[src/rtl/scgc_pkg.sv]
`timescale 1ns / 1ps
// ----------------------------------------------------------------------------
// scgc_pkg
// Shared types and constants for the serial CRC generate/check core.
// ----------------------------------------------------------------------------
package scgc_pkg;

  localparam int MaxWidth   = 16;
  localparam int WidthBits  = 5;
  localparam int IdxBits    = $clog2(MaxWidth);
  localparam int CfgIdxBits = 2;
  localparam int CfgDataBits = 16;
  localparam int QueueDepth = 2;

  typedef enum logic [CfgIdxBits-1:0] {
    CFG_MODE  = 2'd0,
    CFG_WIDTH = 2'd1,
    CFG_TAPS  = 2'd2
  } cfg_reg_t;

  typedef enum logic {
    MODE_GENERATE = 1'b0,
    MODE_CHECK    = 1'b1
  } crc_mode_t;

  localparam logic [WidthBits-1:0]  ResetWidth = 5'd7;
  localparam logic [MaxWidth-1:0]   ResetTaps  = 16'd39;

  typedef struct packed {
    logic data_bit;
    logic last;
  } scgc_in_t;

  typedef struct packed {
    logic crc_bit;
    logic crc_ok;
    logic run_end;
  } scgc_out_t;

  typedef struct packed {
    crc_mode_t             mode;
    logic [WidthBits-1:0]  width;
    logic [MaxWidth-1:0]   taps;
  } scgc_cfg_t;

  typedef struct packed {
    crc_mode_t             mode;
    logic [WidthBits-1:0]  width;
    logic                  ok;
    logic [MaxWidth-1:0]   rem;
  } scgc_job_t;

endpackage

[src/rtl/scgc_front.sv]
`timescale 1ns / 1ps
// ----------------------------------------------------------------------------
// scgc_front
// Accept packet bits, run the remainder update, post one job per packet.
// ----------------------------------------------------------------------------
module scgc_front (
  input  logic                clk,
  input  logic                rst,
  input  scgc_pkg::scgc_cfg_t cfg,
  input  logic                data_valid,
  output logic                data_stall,
  input  scgc_pkg::scgc_in_t  data,
  input  logic                q_full,
  output logic                q_push,
  output scgc_pkg::scgc_job_t q_job
);
  import scgc_pkg::*;

  logic [MaxWidth-1:0]  remainder;
  logic [MaxWidth-1:0]  remainder_next;
  logic [WidthBits-1:0] w_eff;
  logic [MaxWidth-1:0]  mask;
  logic [MaxWidth-1:0]  r_in;
  logic [MaxWidth-1:0]  r_new;
  logic [IdxBits-1:0]   top_idx;
  logic                 top;
  logic                 accept;

  always_comb begin
    w_eff = cfg.width;
    if (cfg.width == '0) begin
      w_eff = WidthBits'(1);
    end else if (cfg.width > WidthBits'(MaxWidth)) begin
      w_eff = WidthBits'(MaxWidth);
    end
    mask    = MaxWidth'((33'(1) << w_eff) - 33'(1));
    r_in    = remainder & mask;
    top_idx = IdxBits'(w_eff - WidthBits'(1));
    top     = r_in[top_idx];
    if (cfg.mode == MODE_GENERATE) begin
      r_new = (r_in << 1) & mask;
      if (top ^ data.data_bit) begin
        r_new = r_new ^ (cfg.taps & mask);
      end
    end else begin
      r_new = ((r_in << 1) | MaxWidth'(data.data_bit)) & mask;
      if (top) begin
        r_new = r_new ^ (cfg.taps & mask);
      end
    end
  end

  assign data_stall = q_full;
  assign accept     = data_valid & ~q_full;
  assign q_push     = accept & data.last;

  always_comb begin
    q_job.mode  = cfg.mode;
    q_job.width = w_eff;
    q_job.ok    = (r_new == '0);
    q_job.rem   = r_new;
  end

  always_comb begin
    remainder_next = remainder;
    if (accept) begin
      remainder_next = data.last ? '0 : r_new;
    end
  end

  always_ff @(posedge clk) begin
    if (rst) begin
      remainder <= '0;
    end else begin
      remainder <= remainder_next;
    end
  end

endmodule

[src/rtl/scgc_queue.sv]
`timescale 1ns / 1ps
// ----------------------------------------------------------------------------
// scgc_queue
// Short job queue between the front and back parts.
// ----------------------------------------------------------------------------
module scgc_queue (
  input  logic                clk,
  input  logic                rst,
  input  logic                push,
  input  scgc_pkg::scgc_job_t push_job,
  output logic                full,
  input  logic                pop,
  output logic                head_valid,
  output scgc_pkg::scgc_job_t head_job
);
  import scgc_pkg::*;

  localparam int PtrBits = $clog2(QueueDepth);

  scgc_job_t            entries [QueueDepth];
  logic [PtrBits-1:0]   wr_ptr;
  logic [PtrBits-1:0]   rd_ptr;
  logic [PtrBits:0]     count;
  logic                 do_push;
  logic                 do_pop;

  assign full       = (count == (PtrBits+1)'(QueueDepth));
  assign head_valid = (count != '0);
  assign head_job   = entries[rd_ptr];
  assign do_push    = push & ~full;
  assign do_pop     = pop & head_valid;

  always_ff @(posedge clk) begin
    if (do_push) begin
      entries[wr_ptr] <= push_job;
    end
  end

  always_ff @(posedge clk) begin
    if (rst) begin
      wr_ptr <= '0;
      rd_ptr <= '0;
      count  <= '0;
    end else begin
      if (do_push) begin
        wr_ptr <= wr_ptr + PtrBits'(1);
      end
      if (do_pop) begin
        rd_ptr <= rd_ptr + PtrBits'(1);
      end
      count <= count + (PtrBits+1)'(do_push) - (PtrBits+1)'(do_pop);
    end
  end

endmodule

[src/rtl/scgc_back.sv]
`timescale 1ns / 1ps
// ----------------------------------------------------------------------------
// scgc_back
// Drain jobs into result requests: CRC bits MSB first, or one check verdict.
// ----------------------------------------------------------------------------
module scgc_back (
  input  logic                clk,
  input  logic                rst,
  input  logic                head_valid,
  input  scgc_pkg::scgc_job_t head_job,
  output logic                pop,
  output logic                result_valid,
  input  logic                result_stall,
  output scgc_pkg::scgc_out_t result
);
  import scgc_pkg::*;

  logic [IdxBits-1:0]   bit_cnt;
  logic [IdxBits-1:0]   bit_cnt_next;
  logic                 out_load;
  logic                 final_bit;
  logic [IdxBits-1:0]   sel;
  scgc_out_t            item;

  assign out_load = head_valid & (~result_valid | ~result_stall);

  always_comb begin
    sel       = IdxBits'(head_job.width - WidthBits'(1) - WidthBits'(bit_cnt));
    final_bit = (WidthBits'(bit_cnt) == head_job.width - WidthBits'(1));
    if (head_job.mode == MODE_GENERATE) begin
      item.crc_bit = head_job.rem[sel];
      item.crc_ok  = 1'b0;
      item.run_end = final_bit;
    end else begin
      item.crc_bit = 1'b0;
      item.crc_ok  = head_job.ok;
      item.run_end = 1'b1;
    end
  end

  assign pop = out_load & item.run_end;

  always_comb begin
    bit_cnt_next = bit_cnt;
    if (out_load) begin
      bit_cnt_next = item.run_end ? '0 : bit_cnt + IdxBits'(1);
    end
  end

  always_ff @(posedge clk) begin
    if (rst) begin
      bit_cnt      <= '0;
      result_valid <= 1'b0;
    end else begin
      bit_cnt <= bit_cnt_next;
      if (out_load) begin
        result_valid <= 1'b1;
      end else if (~result_stall) begin
        result_valid <= 1'b0;
      end
    end
  end

  always_ff @(posedge clk) begin
    if (out_load) begin
      result <= item;
    end
  end

endmodule

[src/rtl/serial_crc_generate_check_core.sv]
`timescale 1ns / 1ps
// ----------------------------------------------------------------------------
// serial_crc_generate_check_core
// Bit-serial CRC generator/checker with programmable polynomial and degree.
// Jobs queue on a packet's last bit. Throughput: one data bit per cycle
// unless the queue is full; the output side emits w results per packet in
// generate mode and one in check mode, one result per cycle unless stalled.
// Reset: remainder cleared, queue emptied, mode generate, width 7, taps 39.
// ----------------------------------------------------------------------------
module serial_crc_generate_check_core (
  input  logic                                clk,
  input  logic                                rst,
  input  logic                                cfg_we,
  input  logic [scgc_pkg::CfgIdxBits-1:0]     cfg_index,
  input  logic [scgc_pkg::CfgDataBits-1:0]    cfg_data,
  input  logic                                data_valid,
  output logic                                data_stall,
  input  scgc_pkg::scgc_in_t                  data,
  output logic                                result_valid,
  input  logic                                result_stall,
  output scgc_pkg::scgc_out_t                 result
);
  import scgc_pkg::*;

  scgc_cfg_t cfg;
  logic      q_full;
  logic      q_push;
  scgc_job_t q_job;
  logic      q_pop;
  logic      head_valid;
  scgc_job_t head_job;

  always_ff @(posedge clk) begin
    if (rst) begin
      cfg.mode  <= MODE_GENERATE;
      cfg.width <= ResetWidth;
      cfg.taps  <= ResetTaps;
    end else if (cfg_we) begin
      unique case (cfg_index)
        CFG_MODE:  cfg.mode  <= crc_mode_t'(cfg_data[0]);
        CFG_WIDTH: cfg.width <= cfg_data[WidthBits-1:0];
        CFG_TAPS:  cfg.taps  <= cfg_data[MaxWidth-1:0];
        default:   ;
      endcase
    end
  end

  scgc_front u_front (
    .clk        (clk),
    .rst        (rst),
    .cfg        (cfg),
    .data_valid (data_valid),
    .data_stall (data_stall),
    .data       (data),
    .q_full     (q_full),
    .q_push     (q_push),
    .q_job      (q_job)
  );

  scgc_queue u_queue (
    .clk        (clk),
    .rst        (rst),
    .push       (q_push),
    .push_job   (q_job),
    .full       (q_full),
    .pop        (q_pop),
    .head_valid (head_valid),
    .head_job   (head_job)
  );

  scgc_back u_back (
    .clk          (clk),
    .rst          (rst),
    .head_valid   (head_valid),
    .head_job     (head_job),
    .pop          (q_pop),
    .result_valid (result_valid),
    .result_stall (result_stall),
    .result       (result)
  );

endmodule

[config.mk]
export PLATFORM = sky130hd
export DESIGN_NAME = serial_crc_generate_check_core
export DESIGN_NICKNAME = d
export VERILOG_FILES = /design/src/rtl/scgc_pkg.sv /design/src/rtl/scgc_front.sv /design/src/rtl/scgc_queue.sv /design/src/rtl/scgc_back.sv /design/src/rtl/serial_crc_generate_check_core.sv
export SDC_FILE = /design/constraint.sdc
export NUM_CORES = 1
export LEC_CHECK = 0
export ABC_AREA = 1
export BUFFER_PORTS_ARGS = -buffer_cell sky130_fd_sc_hd__buf_2
export CAP_MARGIN = 20
export CELL_PAD_IN_SITES_DETAIL_PLACEMENT = 1
export CELL_PAD_IN_SITES_GLOBAL_PLACEMENT = 2
export CORE_MARGIN = 2
export CORE_UTILIZATION = 35
export CTS_BUF_LIST = sky130_fd_sc_hd__clkbuf_4
export CTS_CLUSTER_DIAMETER = 120
export DETAILED_ROUTE_END_ITERATION = 8
export GPL_ROUTABILITY_DRIVEN = 1
export PLACE_DENSITY = 0.74
export SYNTH_ARGS = -nofsm -noshare
export SYNTH_HDL_FRONTEND = slang
export SYNTH_SLANG_ARGS = --single-unit
[constraint.sdc]
create_clock -name clk -period 5.8 [get_ports clk]
set_clock_uncertainty 0.15 [all_clocks]
set_input_delay 0 -clock clk [delete_from_list [all_inputs] [get_ports clk]]
set_output_delay 0 -clock clk [all_outputs]
set_load 0.01 [all_outputs]
# --- Word-level counts from Yosys, hierarchy flattened ---
# Memories as Yosys holds them, arrays and structs flattened. A register that Yosys moved wholly into a read port is not among the register bits.
# Cells that the tools add are included.
# Widths: inputs -> output; s select.
word_totals:
  memories: 1
  mem_bits_rw: 46
  regBits: 50
  elab_cells: 74
  input_bits: 25
  output_inout_bits: 5
memory_table:
  columns: ["memory", "words", "word_bits", "rd", "rd_clocked_by_memory_dff", "write_ports", "line", "source"]
  rows:
  - ["u_queue.entries", 2, 23, 1, 1, 1, "scgc_queue.sv:20", "scgc_job_t entries [QueueDepth];"]
classes:
  n_addsub: 9
  muxes: 18
  shift: 1
  n_eq_ne: 5
  bitwise: 18
  n_reduce_logical: 7
  n_lt_le_gt_ge: 3
op_table:
  columns: ["cell", "n"]
  rows:
  - ["$and 16x16->16", 4]
  - ["$mux 16", 4]
  - ["$xor 16x16->16", 2]
  - ["$logic_not 16->1", 1]
  - ["$or 16x1->16", 1]
  - ["$shl 1x5->16 const A", 1]
  - ["$sub 16x2->16 const B", 1]
  - ["$lt 4x5->1 const B", 2]
  - ["$mux 5", 2]
  - ["$mux 1", 9]
  - ["$bmux 1 s4", 2]
  - ["$and 1x1->1", 6]
  - ["$reduce_and 2->1", 3]
  - ["$eq 4x5->1", 1]
  - ["$gt 5x5->1 const B", 1]
  - ["$logic_not 5->1", 1]
  - ["$sub 5x1->5 const B", 1]
  - ["$add 4x1->4 const B", 1]
  - ["$eq 2x2->1 const B", 2]
  - ["$mux 4", 1]
  - ["$sub 4x1->4 const B", 1]
  - ["$sub 4x4->4", 1]
  - ["$not 1->1", 3]
  - ["$add 1x1->1 const B", 2]
  - ["8 further kinds", 8]

# --- Depth between registers and ports, before layout ---
# Gate-level depths: netlist (run 1).
logic_depth:
  ltp_word: 12
  depth_mapped: 27

# --- Hierarchy ---
# From an unflattened synthesis (run 1), not the netlist that was laid out.
hier_totals:
  cells_unflattened: 792
  hier_area_um2: 6023.3
by_module_without_submodules:
  columns: ["mod", "area_each_um2", "seq_area_each_um2", "cells_each", "n_inst"]
  rows:
  - ["scgc_front", 2424.8, 320.3, 432, 1]
  - ["scgc_queue", 1914.3, 1481.4, 110, 1]
  - ["serial_crc_generate_check_core", 913.4, 440.4, 131, 1]
  - ["scgc_back", 770.7, 190.2, 119, 1]

# --- Worst setup path before layout (run 1) ---
# OpenSTA, ideal clock, no wires.
synth_path:
  path_kind: "register to register"
  start: "register with a tool-made name"
  end: "register u_queue.count[1]"
  path_buffers: 1
  arrival_ns: 2.869
  path_slack_ns: 2.661
  required_time_ns: 5.530
  setup_time_ns: 0.120
  path_stages_with_launch: 18
  cell_sequence: "dfxtp_1 > clkbuf_1 > inv_1 > or2_2 > o21ai_0 > ha_1 > xnor2_1 > ha_1 > nand2_1 > nor2_1 > a31oi_1 > nor2_1 > ha_1 > inv_1 > ha_1 > xor2_1 > o21ai_0 > a21oi_1"
synth_rtl:
  columns: ["item", "line", "source"]
  rows:
  - ["to (signal assigned)", "scgc_queue.sv:51", "count <= count + (PtrBits+1)'(do_push) - (PtrBits+1)'(do_pop);"]
  - ["to (decl)", "scgc_queue.sv:23", "logic [PtrBits:0] count;"]

==> impl_metrics.tcl, run 1 <==
set metrics [dict create \
    yosys.area_share.adder_pct 2.24 \
    yosysWarnings 0 \
    firstDrtPassIters 4 \
    path_class "flip-flop to flip-flop" \
    area_growth_pct 17.2 \
    final_cells 942 \
    synth_top_area_cell "edfxtp_1" \
    ff2ff_setup_slack_ns 1.57 \
    grt_pass1_wl_microns 27300 \
    grt_antenna_before_repair 1 \
    io_buffers 29 \
    n_fill_cell 1883 \
    setup_slack_ns 1.57 \
    initial_core_util_pct 35.5 \
    p_per_area_mw_per_mm2 316 \
    worst-endpoint-required_ns 5.93 \
    fin_crit_ns 4.23 \
    postSynth.asyncResetShare_pct 0 \
    htreeDepth 3 \
    postRouteAntennaNets 0 \
    hpwl_microns 12700 \
    die_h_microns 128 \
    die_x_microns 128 \
    grt_max_degree 26 \
    cp.arrival_ns 4.36 \
    finalMaxSlewViolations 0 \
    clock_path_buffers 2 \
    avgViaCountPerCell 5.09 \
    yosys-top-cells-count "145 x nand2_1, 100 x nor2_1, 61 x inv_1, 49 x edfxtp_1, 48 x dfxtp_1" \
    leakage_nw 2.64 \
    synth.avg_cell_area_sq_um 7.88 \
    post-place-cells 882 \
    cts-root-buf "clkbuf_4" \
    r2r_end "u_queue.entries[0][16]" \
    syn_inst 680 \
    endpoint_kind "flip-flop" \
    cp_max_fo 12 \
    stdcell_area_sq_mm 0.00628 \
    reg2regPathDepth 24 \
    place_congestion 0.928 \
    synth_mux_area_share_pct 0.560 \
    cts_post_setup_buffers_inserted 0 \
    placed_area_sq_mm 0.00568 \
    clkLatencyLatePin_ns 0.50 \
    whs_endpoint "cfg[6]" \
    synth_edf_count 49 \
    rsz0062_at_grt "no" \
    clk_pin_slew_ns 0.17 \
    cpMostUsedCell "nand2_1" \
    hold_path_class "input port to flip-flop" \
    synth_most_common_cell "nand2_1" \
    min_path_cells 4 \
    crit_slowest_cell "dfxtp_1" \
    status "finished clean" \
    max_slew_margin_pct 49.4 \
    hold_start "cfg_index[0]" \
    cts_sinks 97 \
    synthTopCellsByArea "edfxtp_1 27%, dfxtp_1 18%, nand2_1 10%" \
    cp-start-kind "flip-flop" \
    dieArea_sq_mm 0.0163 \
    finalCritPeriodShare_pct 72.9 \
    vdd_drop_max_v 0.000140 \
    cap_violations 0 \
    cts_tree "done" \
    core_area_sq_mm 0.0151 \
    timing.fmax_mhz 236 \
    yosysSeqAreaShare_pct 45.4 \
    row_count 45 \
    hold_viol 0 \
    synth_compound_area_share_pct 11.6 \
    setup_viol 0 \
    grt.total_usage_pct 22.0 \
    slowest_delay_ns 0.82 \
    total_power_mw 1.99 \
    drc 0 \
    reg2reg_from "cfg[20]" \
    grt_overflow 0 \
    ctsResizeCount 0 \
    vias 4795 \
    yosys_register_bits 97 \
    syn-num-nets 714 \
    crit_chain "inv_2 > o211ai_2 > inv_1 > nand2_1 > ha_1 > nand2_1 > nor2_2 > nand3_1 > nand2_1 > nand3_1 > a21oi_1 > nand4_1 > nand3_2 > nand2_4 > nand2_4 > nand3_2 > nand2_2 > nand2_1 > nand2_1 > inv_1 > nand2_1 > nor2_1 > nand2_1 > nor2_1" \
    ys.flop_type "edfxtp_1" \
    yosys.area_share.simple_pct 28.5 \
    fin_setup_tns_ns 0 \
    first_iter_violations 186 \
    cts_buffers 9 \
    synth_area_sq_mm 0.00536 \
    nNetsFinal 782 \
    grt_pass1_vias 5209 \
    io-pin-count 30 \
    yosysTopAreaCellShare_pct 27.5 \
    synth_xor_area_share_pct 4.23 \
    drive_gt1_share_pct 13.5 \
    synth_top_family_by_area "simple AND/OR/NAND/NOR gates" \
    drt-total-wl_microns 16800 \
    place_ws_ns 1.58 \
    worst_slew_pin_slew_ns 0.758 \
    synth_cell_types 46 \
    wl_per_cell_microns 17.8 \
]
==> power breakdown <==
part | internal [mW] | switching (mW) | leakage (nW) | total (mW)
Sequential | 0.801 | 0.0388 | 0.848 | 0.839
Clock | 0.189 | 0.263 | 0.0896 | 0.453
Combinational | 0.241 | 0.453 | 1.70 | 0.695
==> what timing repair did <==
action	CTS	global route
hold buffers	42	0
hold endpoints to repair	43	0
setup endpoints to repair	0	0
==> metrics by stage <==
| stage | utilization (%) | hold slack [ns] |
|---|---|---|
| final | 41.6 | 0.0415 |
| after detailed placement | 37.6 | 0.0805 |
| after global routing | 41.6 | 0.103 |
| after global placement | 37.6 | 0.0718 |
| after CTS | 41.5 | 0.0130 |
| after floorplan | - | -0.0237 |
==> kinds of logic (layout without fill, tap and decap cells) <==
group / Yosys count / after routing
buffers and inverters: 97 / 170
xor gates and xnor gates: 25 / 25
AOI/OAI and AO/OA: 110 / 110
muxes: 3 / 3
DFF: 97 / 97
other: 1 / 2
adders and majority gates: 9 / 9
and+or+nand+nor: 338 / 338
==> layer usage <==
metal | share of wire (%) | track usage [%]
met1 | 43 | 25.9
met2 | 51 | 39.3
met3 | 2.0 | 2.55
met4 | 3.9 | 11.6
met5 | 0 | 0
==> state kept, by name (all words and copies together), names as in the netlist, named ones only <==
register	flops
u_queue.entries	46
cfg	22
u_front.remainder	16
u_back.bit_cnt	4
u_back.result	3
u_queue.count	2
u_back.result_valid	1
u_queue.rd_ptr	1
u_queue.wr_ptr	1
==> layout by cell type (no fill, tap or decap), types with 2 or more instances in the layout <==
master,synthesis,routed
xnor2_1,10,10
nand4_1,13,13
dfxtp_1,48,48
nand3_2,6,6
nor2_2,3,5
clkbuf_4,0,11
ha_1,8,8
inv_2,13,13
o21ai_1,4,4
o21ai_0,41,41
bufinv_16,0,2
a21oi_1,41,41
nand2_4,3,3
nor2_1,100,98
nor2_4,3,3
dlygate4sd3_1,0,42
buf_4,2,7
nand3b_1,2,2
o22ai_1,5,5
o211ai_1,7,7
nand2_1,145,145
nand3_1,36,36
or2_2,3,3
inv_1,61,61
edfxtp_1,49,49
nor3_1,8,8
mux2i_1,3,3
nand2_2,11,11
buf_2,2,29
a31oi_1,4,4
o221ai_1,3,3
xor2_1,14,14
==> worst max-delay path by stage <==
stage              start                endpoint  slack, ns
2_1_floorplan  flip-flop        u_queue.count[1]       2.66
3_3_place_gp     cfg[20]  u_queue.entries[0][16]       1.85
3_5_place_dp     cfg[20]  u_queue.entries[1][16]       1.58
4_1_cts          cfg[20]  u_queue.entries[0][16]       1.56
5_1_grt          cfg[20]  u_queue.entries[1][16]       1.02
6_report         cfg[20]  u_queue.entries[0][16]       1.57
==> critical path: cells and delay by family (launching register included) <==
family                   cells  cell delay, ns
AND/OR/NAND/NOR             18            2.09
AO/OA/AOI/OAI                2            0.33
buffers and inverters        3            0.40
adder cells (fa/ha/maj)      1            0.25
flip-flops                   1            0.82
==> final cells by class <==
type / instances / area [sq um] / area share, %
sequential: 97 / 2430 / 38.7
inverter: 76 / 288 / 4.58
tap: 188 / 235 / 3.75
multi-input combinational: 486 / 2530 / 40.3
clock buffer: 11 / 82.6 / 1.32
clock inverter: 5 / 87.6 / 1.39
antenna: 1 / 2.50 / 0.0399
timing repair buffer: 78 / 618 / 9.84
Power figures use the tool's default switching activity.
==> inputs of run 2 (changes only) <==
Settings changed: CORE_UTILIZATION 35 to 34, PLACE_DENSITY 0.74 to 0.75.
Clock period 5.8 ns to 3.5 ns, I/O delays scaled along.
==> run 2 against run 1 <==
- fmax grew 25%
- the flow now finishes with violations (hold timing)
- first-iteration DRC count rose by 12%
- global-route usage down 0.097 points
- worst hold slack worse by 0.047 ns
- die area grew 2.8%
- critical path type unchanged
==> impl_metrics.tcl, run 2 (synthesis gave the netlist of run 1 again) <==
set metrics [dict create \
    status "complete, but fails checks" \
    violations "hold timing" \
    reg2regPathDepth 25 \
    total_power_mw 3.31 \
    final_cells 999 \
    io_buffers 29 \
    area_growth_pct 26.4 \
    hold_path_class "input port to flip-flop" \
    cts-root-buf "clkbuf_4" \
    largest_reg_flops 46 \
    p_per_area_mw_per_mm2 489 \
    top_layer_used "met4" \
    dieArea_sq_mm 0.0168 \
    nNetsFinal 816 \
    hold_slack_ns -0.00554 \
    n_fill_cell 1879 \
    fin_crit_ns 3.37 \
    die_x_microns 130 \
    initial_core_util_pct 35.0 \
    grt_antenna_before_repair 1 \
    worst-endpoint-required_ns 3.70 \
    met1_length_microns 7510 \
    final_core_util_pct 44.2 \
    grt.total_usage_pct 21.9 \
    drc 0 \
    clk_pin_slew_ns 0.16 \
    max_slew_margin_pct 47.8 \
    cp_max_fo 7 \
    final_common_cell "nand2_1" \
    cts_tree "done" \
    ff2ff_setup_slack_ns 0.13 \
    setup_slack_ns 0.125 \
    reg.largest.list "u_queue.entries: 46 flops, cfg: 22 flops, u_front.remainder: 16 flops" \
    multi_input_comb_area_sq_mm 0.00276 \
    endpoint_kind "flip-flop" \
    drive_gt1_share_pct 22.4 \
    vdd_drop_max_v 0.000183 \
    finalMaxSlewViolations 0 \
    htreeDepth 3 \
    stdcell_area_sq_mm 0.00678 \
    met3_length_microns 501 \
    setup_viol 0 \
    cts_sinks 97 \
    finalCritPeriodShare_pct 96.4 \
    grt_overflow 0 \
    postRouteAntennaNets 0 \
    regMostFlops "u_queue.entries" \
    drt-total-wl_microns 17800 \
    cp.arrival_ns 3.58 \
    row_count 45 \
    rsz0062_at_grt "yes" \
    cap_violations 0 \
    final_cell_mix "134 x nand2_1, 89 x nor2_1, 60 x inv_1" \
    cp-start-kind "flip-flop" \
    grt_pass1_wl_microns 27600 \
    place_congestion 0.910 \
    grt_pass1_vias 5274 \
    die_h_microns 130 \
    io-pin-count 30 \
    regArea_sq_mm 0.00245 \
    clkLatencyLatePin_ns 0.50 \
    leakage_nw 2.82 \
    fin_setup_tns_ns 0 \
    min_path_cells 5 \
    hold_viol 2 \
    clock_path_buffers 2 \
    hpwl_microns 13200 \
    wl_met2_microns 9290 \
    path_class "flip-flop to flip-flop" \
    timing.fmax_mhz 296 \
    firstDrtPassIters 4 \
    core_area_sq_mm 0.0153 \
    avgViaCountPerCell 4.99 \
    place_ws_ns -0.0705 \
    cts_buffers 9 \
    placed_area_sq_mm 0.00586 \
    first_iter_violations 209 \
    wl_per_cell_microns 17.8 \
    grt_max_degree 26 \
    vias 4989 \
    worst_slew_pin_slew_ns 0.782 \
    post-place-cells 924 \
]
run 2: cell count changes in the layout (fill, tap and decap cells not counted), moves of 5 or more:
cell | previous run | this run
buf_4 | 7 | 36
nand2_1 | 145 | 134
nor2_4 | 3 | 8
nor2_1 | 98 | 89
nand3_1 | 36 | 31
dfxtp_1 | 48 | 42
nand2_2 | 11 | 18
run 2: timing repair:
action	in CTS	in global routing
pin swaps	0	28
resized for setup	8	55
cloned	0	1
buffers inserted	0	15
setup endpoints to repair	3	32
endpoints found under the hold margin	46	0
hold buffers	42	0
run 2: worst paths after layout:
path	startpoint	endpoint
hold reg to reg	u_queue.rd_ptr	flip-flop
hold / removal	data[1]	u_queue.entries[1][0]
setup reg to reg	cfg[17]	u_queue.entries[0][16]
setup / recovery	cfg[17]	u_queue.entries[0][16]
run 2: final cells by class:
cell class / count / share of cell area (%)
Multi-Input combinational cell: 487 / 40.7
Sequential cell: 97 / 36.1
Timing Repair Buffer: 111 / 13.1
Inverter: 76 / 4.25
Tap cell: 211 / 3.90
Clock buffer: 10 / 1.11
Clock inverter: 6 / 0.757
Antenna cell: 1 / 0.0369
run 2: power breakdown:
group          switching [mW]  internal, mW  total (mW)  leakage, nW
logic                   0.825         0.494        1.32         1.91
registers              0.0642          1.33        1.39        0.849
clock network           0.439         0.164       0.603       0.0616
total                    1.33          1.98        3.31         2.82
run 2: worst max-delay path, cell delays in order (launching register included):
cell and delay, ns:
dfxtp_4 0.39, nor2_4 0.15, nand2_4 0.09, nand2_2 0.08, nand2_4 0.05, nand2_4 0.08
ha_4 0.15, nand2_2 0.07, nor2_4 0.18, nand3_2 0.10, nand2_2 0.09, nand3_2 0.09
a21oi_2 0.16, nand4_1 0.11, nand3_2 0.17, nand2_4 0.13, nand2_8 0.12, nand3_4 0.15
buf_6 0.18, nand3_1 0.08, nand2_2 0.08, inv_2 0.05, nand2_1 0.05, nor2_1 0.11
nand2_1 0.07, nor2_2 0.10
run 2: metal layers:
layer | global-route usage (%) | vias to the layer above
li1 | - | 2446
met1 | 25.4 | 2439
met2 | 40.4 | 78
met3 | 2.64 | 26
met4 | 9.61 | 0
met5 | 0 | -
